--- src/rtl/pfba_pkg.sv ---
// ----------------------------------------------------------------------------
// Page frame bitmap allocator package
// Shared types, widths and codes for the allocator and its checker.
// ----------------------------------------------------------------------------
package pfba_pkg;

  // Default number of page frames held in the bitmap.
  localparam int unsigned NUM_FRAMES_DEF = 4096;

  // Fixed field widths.
  localparam int unsigned COUNT_W  = 13;
  localparam int unsigned INDEX_W  = 12;
  localparam int unsigned STATUS_W = 2;

  // Reset value of the frame count register.
  localparam logic [COUNT_W-1:0] FRAME_COUNT_RST = 13'd4096;

  typedef logic [STATUS_W-1:0] status_t;

  // Result status codes.
  localparam status_t STATUS_OK        = 2'd0;
  localparam status_t STATUS_EXHAUSTED = 2'd1;
  localparam status_t STATUS_BAD_FREE  = 2'd2;

  // Command codes.
  localparam logic CMD_ALLOC = 1'b0;
  localparam logic CMD_FREE  = 1'b1;

  // Request and response payloads.
  typedef struct packed {
    logic               cmd;
    logic [INDEX_W-1:0] frame_index;
  } pfba_req_t;

  typedef struct packed {
    status_t            status;
    logic [INDEX_W-1:0] result_index;
  } pfba_rsp_t;

  // Sequencer states.
  typedef enum logic [1:0] {
    ST_CLEAR,
    ST_IDLE,
    ST_READ,
    ST_CHECK
  } pfba_state_e;

endpackage

--- src/rtl/page_frame_bitmap_allocator_unit.sv ---
// ----------------------------------------------------------------------------
// Page frame bitmap allocator
// Next-fit allocator over a byte-wide bitmap of used page frames, with a
// free-frame count and a byte pointer, driven by a small sequencer.
// ----------------------------------------------------------------------------
// Timing: a request is taken in ST_IDLE; each bitmap byte is read in ST_READ
// and checked in ST_CHECK, and the done strobe is registered. An allocate with
// no free frame answers in the next cycle. One request at a time: the single
// bitmap memory port reads and checks one byte at a time, so a full scan sets
// the worst case. Reset and every frame_count write run a clearing pass of one
// bitmap byte per cycle with busy high. Results cannot be stalled.
module page_frame_bitmap_allocator_unit #(
  parameter int unsigned NUM_FRAMES = pfba_pkg::NUM_FRAMES_DEF
) (
  input  logic                          clk_i,
  input  logic                          rst_ni,
  input  logic                          cfg_we_i,
  input  logic [pfba_pkg::COUNT_W-1:0]  cfg_wdata_i,
  input  logic                          start,
  input  pfba_pkg::pfba_req_t           req_i,
  output logic                          busy,
  output logic                          done_o,
  output pfba_pkg::pfba_rsp_t           rsp_o
);
  import pfba_pkg::*;

  // Sizes derived from the frame count and the count register width.
  localparam int unsigned BYTES     = (NUM_FRAMES + 7) / 8;
  localparam int unsigned CNT_BYTES = ((2 ** COUNT_W - 1) + 7) / 8;
  localparam int unsigned MAXB      = (BYTES > CNT_BYTES) ? CNT_BYTES : BYTES;
  localparam int unsigned PW        = (MAXB > 1) ? $clog2(MAXB) : 1;
  localparam int unsigned NB_W      = $clog2(MAXB + 1);
  localparam int unsigned CW1       = COUNT_W + 1;
  localparam logic [COUNT_W-1:0] COUNT_CAP =
    (NUM_FRAMES >= 2 ** COUNT_W - 1) ? {COUNT_W{1'b1}} : COUNT_W'(NUM_FRAMES);
  localparam logic [PW-1:0] LAST_BYTE = PW'(MAXB - 1);

  // Usable frame count: the written count capped at the bitmap size.
  function automatic logic [COUNT_W-1:0] usable_of(input logic [COUNT_W-1:0] c);
    usable_of = (c > COUNT_CAP) ? COUNT_CAP : c;
  endfunction

  localparam logic [COUNT_W-1:0] USABLE_RST = usable_of(FRAME_COUNT_RST);

  // Registers.
  pfba_state_e         state_q, state_d;
  logic [COUNT_W-1:0]  usable_q, usable_d;
  logic [COUNT_W-1:0]  free_q, free_d;
  logic [PW-1:0]       search_q, search_d;
  logic [PW-1:0]       addr_q, addr_d;
  logic [NB_W-1:0]     scan_q, scan_d;
  logic                cmd_q, cmd_d;
  logic [INDEX_W-1:0]  idx_q, idx_d;
  logic                done_q, done_d;
  pfba_rsp_t           rsp_q, rsp_d;

  // Bitmap memory and its port.
  logic [7:0]          bitmap_q [MAXB];
  logic [7:0]          rdata_q;
  logic                mem_we;
  logic [7:0]          mem_wdata;

  // Datapath signals.
  logic [CW1-1:0]      nb_full;
  logic [NB_W-1:0]     nbytes;
  logic [PW-1:0]       start_byte;
  logic [PW-1:0]       next_byte;
  logic                scan_end;
  logic [15:0]         idx_ext;
  logic [CW1-1:0]      first_bit;
  logic [CW1-1:0]      left_bits;
  logic [7:0]          valid_mask;
  logic [7:0]          avail;
  logic [2:0]          bit_sel;
  logic                found;
  logic                free_oob;
  logic                free_ok;
  logic [7:0]          free_onehot;

  // Number of bitmap bytes in use and the scan start byte.
  always_comb begin
    nb_full    = (CW1'(usable_q) + CW1'(7)) >> 3;
    nbytes     = nb_full[NB_W-1:0];
    start_byte = (NB_W'(search_q) < nbytes) ? search_q : '0;
    next_byte  = ((NB_W'(addr_q) + NB_W'(1)) == nbytes) ? '0 : addr_q + PW'(1);
    scan_end   = (scan_q + NB_W'(1)) == nbytes;
    idx_ext    = 16'(req_i.frame_index);
  end

  // Usable bits of the current byte and the lowest free one.
  always_comb begin
    first_bit = CW1'({addr_q, 3'b000});
    left_bits = CW1'(usable_q) - first_bit;
    if (first_bit >= CW1'(usable_q)) begin
      valid_mask = 8'h00;
    end else if (left_bits >= CW1'(8)) begin
      valid_mask = 8'hFF;
    end else begin
      valid_mask = 8'((9'd1 << left_bits[2:0]) - 9'd1);
    end
    avail   = ~rdata_q & valid_mask;
    found   = |avail;
    bit_sel = 3'd0;
    for (int i = 7; i >= 0; i--) begin
      if (avail[i]) begin
        bit_sel = 3'(i);
      end
    end
  end

  // Free checks: index range and the frame's used bit.
  always_comb begin
    free_oob    = {1'b0, idx_q} >= usable_q;
    free_onehot = 8'h01 << idx_q[2:0];
    free_ok     = !free_oob && ((rdata_q & free_onehot) != 8'h00);
  end

  // Next state.
  always_comb begin
    state_d = state_q;
    case (state_q)
      ST_CLEAR: begin
        if (addr_q == LAST_BYTE) begin
          state_d = ST_IDLE;
        end
      end
      ST_IDLE: begin
        if (start && !(req_i.cmd == CMD_ALLOC && (free_q == '0 || nbytes == '0))) begin
          state_d = ST_READ;
        end
      end
      ST_READ: begin
        state_d = ST_CHECK;
      end
      ST_CHECK: begin
        if (cmd_q == CMD_FREE || found || scan_end) begin
          state_d = ST_IDLE;
        end else begin
          state_d = ST_READ;
        end
      end
      default: begin
        state_d = ST_CLEAR;
      end
    endcase
    if (cfg_we_i) begin
      state_d = ST_CLEAR;
    end
  end

  // Datapath updates, memory writes and the result.
  always_comb begin
    usable_d  = usable_q;
    free_d    = free_q;
    search_d  = search_q;
    addr_d    = addr_q;
    scan_d    = scan_q;
    cmd_d     = cmd_q;
    idx_d     = idx_q;
    done_d    = 1'b0;
    rsp_d     = rsp_q;
    mem_we    = 1'b0;
    mem_wdata = 8'h00;
    case (state_q)
      ST_CLEAR: begin
        mem_we = 1'b1;
        addr_d = (addr_q == LAST_BYTE) ? '0 : addr_q + PW'(1);
      end
      ST_IDLE: begin
        if (start) begin
          cmd_d = req_i.cmd;
          idx_d = req_i.frame_index;
          if (req_i.cmd == CMD_ALLOC) begin
            addr_d = start_byte;
            scan_d = '0;
            if (free_q == '0 || nbytes == '0) begin
              done_d = 1'b1;
              rsp_d  = '{status: STATUS_EXHAUSTED, result_index: '0};
            end
          end else begin
            addr_d = idx_ext[PW+2:3];
          end
        end
      end
      ST_READ: begin
        // Memory read of addr_q is in flight.
      end
      ST_CHECK: begin
        if (cmd_q == CMD_FREE) begin
          done_d = 1'b1;
          if (free_ok) begin
            mem_we    = 1'b1;
            mem_wdata = rdata_q & ~free_onehot;
            free_d    = free_q + COUNT_W'(1);
            rsp_d     = '{status: STATUS_OK, result_index: '0};
          end else begin
            rsp_d     = '{status: STATUS_BAD_FREE, result_index: '0};
          end
        end else if (found) begin
          done_d    = 1'b1;
          mem_we    = 1'b1;
          mem_wdata = rdata_q | (8'h01 << bit_sel);
          free_d    = free_q - COUNT_W'(1);
          search_d  = addr_q;
          rsp_d     = '{status: STATUS_OK, result_index: INDEX_W'({addr_q, bit_sel})};
        end else if (scan_end) begin
          done_d = 1'b1;
          rsp_d  = '{status: STATUS_EXHAUSTED, result_index: '0};
        end else begin
          addr_d = next_byte;
          scan_d = scan_q + NB_W'(1);
        end
      end
      default: begin
      end
    endcase
    // A count write restarts the allocator with a clearing pass.
    if (cfg_we_i) begin
      usable_d = usable_of(cfg_wdata_i);
      free_d   = usable_of(cfg_wdata_i);
      search_d = '0;
      addr_d   = '0;
      done_d   = 1'b0;
      mem_we   = 1'b0;
    end
  end

  // Control registers.
  always_ff @(posedge clk_i or negedge rst_ni) begin
    if (!rst_ni) begin
      state_q  <= ST_CLEAR;
      usable_q <= USABLE_RST;
      free_q   <= USABLE_RST;
      search_q <= '0;
      addr_q   <= '0;
      scan_q   <= '0;
      done_q   <= 1'b0;
    end else begin
      state_q  <= state_d;
      usable_q <= usable_d;
      free_q   <= free_d;
      search_q <= search_d;
      addr_q   <= addr_d;
      scan_q   <= scan_d;
      done_q   <= done_d;
    end
  end

  // Payload registers.
  always_ff @(posedge clk_i) begin
    cmd_q <= cmd_d;
    idx_q <= idx_d;
    rsp_q <= rsp_d;
  end

  // Bitmap memory: one write and one registered read per cycle.
  always_ff @(posedge clk_i) begin
    if (mem_we) begin
      bitmap_q[addr_q] <= mem_wdata;
    end
    rdata_q <= bitmap_q[addr_q];
  end

  assign busy   = (state_q != ST_IDLE);
  assign done_o = done_q;
  assign rsp_o  = rsp_q;

endmodule

--- config.mk ---
export PLATFORM = sky130hd
export DESIGN_NAME = page_frame_bitmap_allocator_unit
export DESIGN_NICKNAME = d
export VERILOG_FILES = /design/src/rtl/pfba_pkg.sv /design/src/rtl/page_frame_bitmap_allocator_unit.sv
export SDC_FILE = /design/constraint.sdc
export NUM_CORES = 2
export LEC_CHECK = 0
export CAP_MARGIN = 20
export CORE_ASPECT_RATIO = 0.7
export CORE_UTILIZATION = 40
export DETAILED_ROUTE_END_ITERATION = 8
export DONT_BUFFER_PORTS = 1
export GPL_TIMING_DRIVEN = 0
export HOLD_SLACK_MARGIN = 0.15
export PLACE_DENSITY = 0.52
export REMOVE_ABC_BUFFERS = 1
export SYNTH_ARGS = -nofsm -noshare
export SYNTH_HDL_FRONTEND = slang
export SYNTH_SLANG_ARGS = --single-unit
--- constraint.sdc ---
create_clock -name clk_i -period 31.7 [get_ports clk_i]
set_input_delay 6.34 -clock clk_i [delete_from_list [all_inputs] [get_ports clk_i]]
set_output_delay 6.34 -clock clk_i [all_outputs]
set_load 0.05 [all_outputs]
==> out/summary.txt <==
CP arrival -> 9.37 ns
Antenna violations before repair -> 24
Clock power frac -> 0.317
Multi-input gate area -> 0.0419 sq mm
First-pass GRT wire length -> 647000 um
HPWL Detailed -> 300000 um
Peak supply drop -> 71.5 uV
Synth unique cells -> 83
Total routing usage reported by global routing -> 0.213
Post-synth ARST share -> 0.0136
Die width -> 779 um
Worst reg2reg startpoint -> addr_q[1]
Worst slew margin -> 0.0727
Most frequent cell after synthesis -> edfxtp_1
Worst flop-to-flop path endpoint -> bitmap_q[324][7]
Final hold vios -> 0
Switching share of power -> 0.303
Die height -> 546 um
Post-synth top cells -> edfxtp_1 (4123), mux4_2 (1321), nor4_2 (362)
Fill cell count -> 34200
Lkg Pwr -> 0.0605 uW
RSZ-0062 raised after global routing -> false
Worst min-delay path class -> reg2reg
CTS Buf Count -> 399
Leading post-synthesis cells by cell area -> edfxtp_1 (73%), mux4_2 (18%), nor4_2 (2.7%)
Comb pwr share -> 0.280
CTS tree -> done
IO buf count -> 0
Period utilization -> 0.279
Layout Skew -> 0.0526 ns
H-tree Lvls -> 5
Sequential share of power -> 0.403
Core area -> 0.420 sq mm
Hold_buf cts -> 0
Setup TNS Final -> 0 ns
Synth-to-layout area growth -> 16.6%
WS Path Type -> in2reg
Cell taking the most area after synthesis -> edfxtp_1
Clock Path Buffers -> 4
Finished Core Util -> 0.469
Largest net degree at the start of global routing -> 63
Critical path fanouts, max -> 45
Final ANT Viol Nets -> 0
Min Tclk post-route -> 8.84 ns
DIE AREA -> 0.425 sq mm
Post-synth EDFFs -> 4123
WL/cell -> 33.1 um
Max Slew Vio Count -> 0
Synth top area share -> 0.733
Top Ports -> 46
Cell row count -> 199
Power Total -> 15100 uW
Final setup viols -> 0
Synth Cell Area -> 0.169 sq mm
Final net count -> 8034
Critical path endpoint -> bitmap_q[5][3]
RD Place Congestion -> 0.815
Total gr overflow -> 0
Final WL -> 460000 um
Clock sinks -> 4188
Vias in the first global route -> 81400
Post_cts resized -> 0
Crit path launch -> cfg_we_i
Switching power total -> 4580 uW
CP endpoint kind -> register
Clock-pin transition on the worst setup and hold timing paths -> 0.05 ns
FF-to-FF setup slack -> 24.73 ns
Worst-margin pin slew -> 1.39 ns
Critical Path RT -> 32.23 ns
Postcts setup bufs -> 0
Initial Utilization -> 0.402
Remaining DRCs -> 0
Pre-antenna DRT Iters -> 6
CP Launch Type -> input port
Synth warnings -> 0
Clk Latency, worst-skew pair -> 0.95 ns
Sequential share of the synthesized area -> 0.743
DRT iter0 DRCs -> 9153
CTS root buf -> clkbuf_16
Worst r2r path cells -> 18
Layout cells sized above 1 -> 0.377
Sequential cell area -> 0.125 sq mm
FMAX -> 113 MHz
Post-Synthesis Cells -> 7448
Avg Inst Size Synth -> 22.7 sq um
Vias per inst -> 5.92
Register bit total from synthesis -> 4188
Maxcap violations -> 0
Status -> finished clean
PwrDens -> 76.9 mW/mm^2
Vias post-DR -> 82300
Top FF cell, synth -> edfxtp_1
Internal power -> 10600 uW
cells in the final DEF, fill, tap and decap left out, drive strengths merged, types with 39 or more instances in the layout:
| cell | instances |
|---|---|
| xnor2 | 40 |
| bufinv | 44 |
| nor4 | 522 |
| buf | 605 |
| dfrtp | 55 |
| o21ai | 54 |
| mux4 | 1321 |
| nand2 | 151 |
| nor3 | 39 |
| clkbuf | 534 |
| inv | 54 |
| nor2 | 68 |
| edfxtp | 4123 |
| a21oi | 48 |
| ha | 52 |
| clkinv | 173 |
| nand3 | 54 |
cells by family (layout without fill, tap and decap cells):
logic type / after synthesis / after routing / share of synthesized area
DFF: 4188 / 4188 / 0.743
muxes: 1362 / 1362 / 0.179
and+or+nand+nor: 918 / 918 / 0.0438
buffers and inverters: 596 / 1420 / 0.0166
AOI/OAI and AO/OA: 276 / 276 / 0.0114
adders and majority gates: 54 / 54 / 0.00409
xor gates and xnor gates: 54 / 54 / 0.00285
other: 0 / 4 / 0
final cells by class:
class	instances	area share
Clock buffer	487	0.0535
Inverter	45	0.000922
Multi-Input combinational cell	2664	0.213
Antenna cell	4	0.0000509
Clock inverter	236	0.0118
Timing Repair Buffer	652	0.0476
Tap cell	5628	0.0358
Sequential cell	4188	0.637
power groups by stage:
stage	Clock (uW)	Combinational [uW]	Sequential, uW
finish	4800	4240	6090
global route	5070	4400	6100
CTS	4890	4270	6090
detailed placement	0	4260	6210
global placement	0	7730	6790
floorplan	0	5500	6560
registers in the layout, summed over array words and instances, names as in the netlist, 2 cells and up:
signal and cells:
addr_q 9, bitmap_q 4096, free_q 13, idx_q 12
rdata_q 8, rsp_o 14, scan_q 10, search_q 9
state_q 2, usable_q 13
routing by layer:
| metal | global-route usage | vias up | share of wire |
|---|---|---|---|
| met5 | 0 | - | 0 |
| met4 | 0.0443 | 0 | 0.021 |
| met3 | 0.0352 | 532 | 0.068 |
| met2 | 0.323 | 2987 | 0.46 |
| met1 | 0.329 | 45400 | 0.45 |
| li1 | - | 33400 | - |
worst max-delay path: stages:
cell and delay [ns]:
or2_4 0.42, buf_12 0.27, or3_4 0.62, buf_16 0.29, buf_16 0.26, nor4_2 0.91
worst min-delay path by stage:
stage	start	cells after the start	slack, ns	endpoint
floorplan	free_q[12]	2	0.48	free_q[12]
global placement	free_q[12]	2	0.51	free_q[12]
detailed placement	free_q[12]	2	0.51	free_q[12]
CTS	free_q[12]	2	0.53	free_q[12]
global route	free_q[12]	2	0.55	free_q[12]
finish	free_q[12]	2	0.52	free_q[12]
through the flow:
stage / instance area [sq um] / hold slack [ns] / setup WS [ns] / cells
after floorplan: 166000 / 0.481 / -35.33 / 6897
after detailed placement: 182000 / 0.510 / 21.85 / 13000
after global routing: 197000 / 0.547 / 22.85 / 13900
after CTS: 195000 / 0.528 / 22.80 / 13700
after global placement: 173000 / 0.506 / -82.50 / 12500
final: 197000 / 0.522 / 22.86 / 13900
Power figures use the tool's default switching activity.
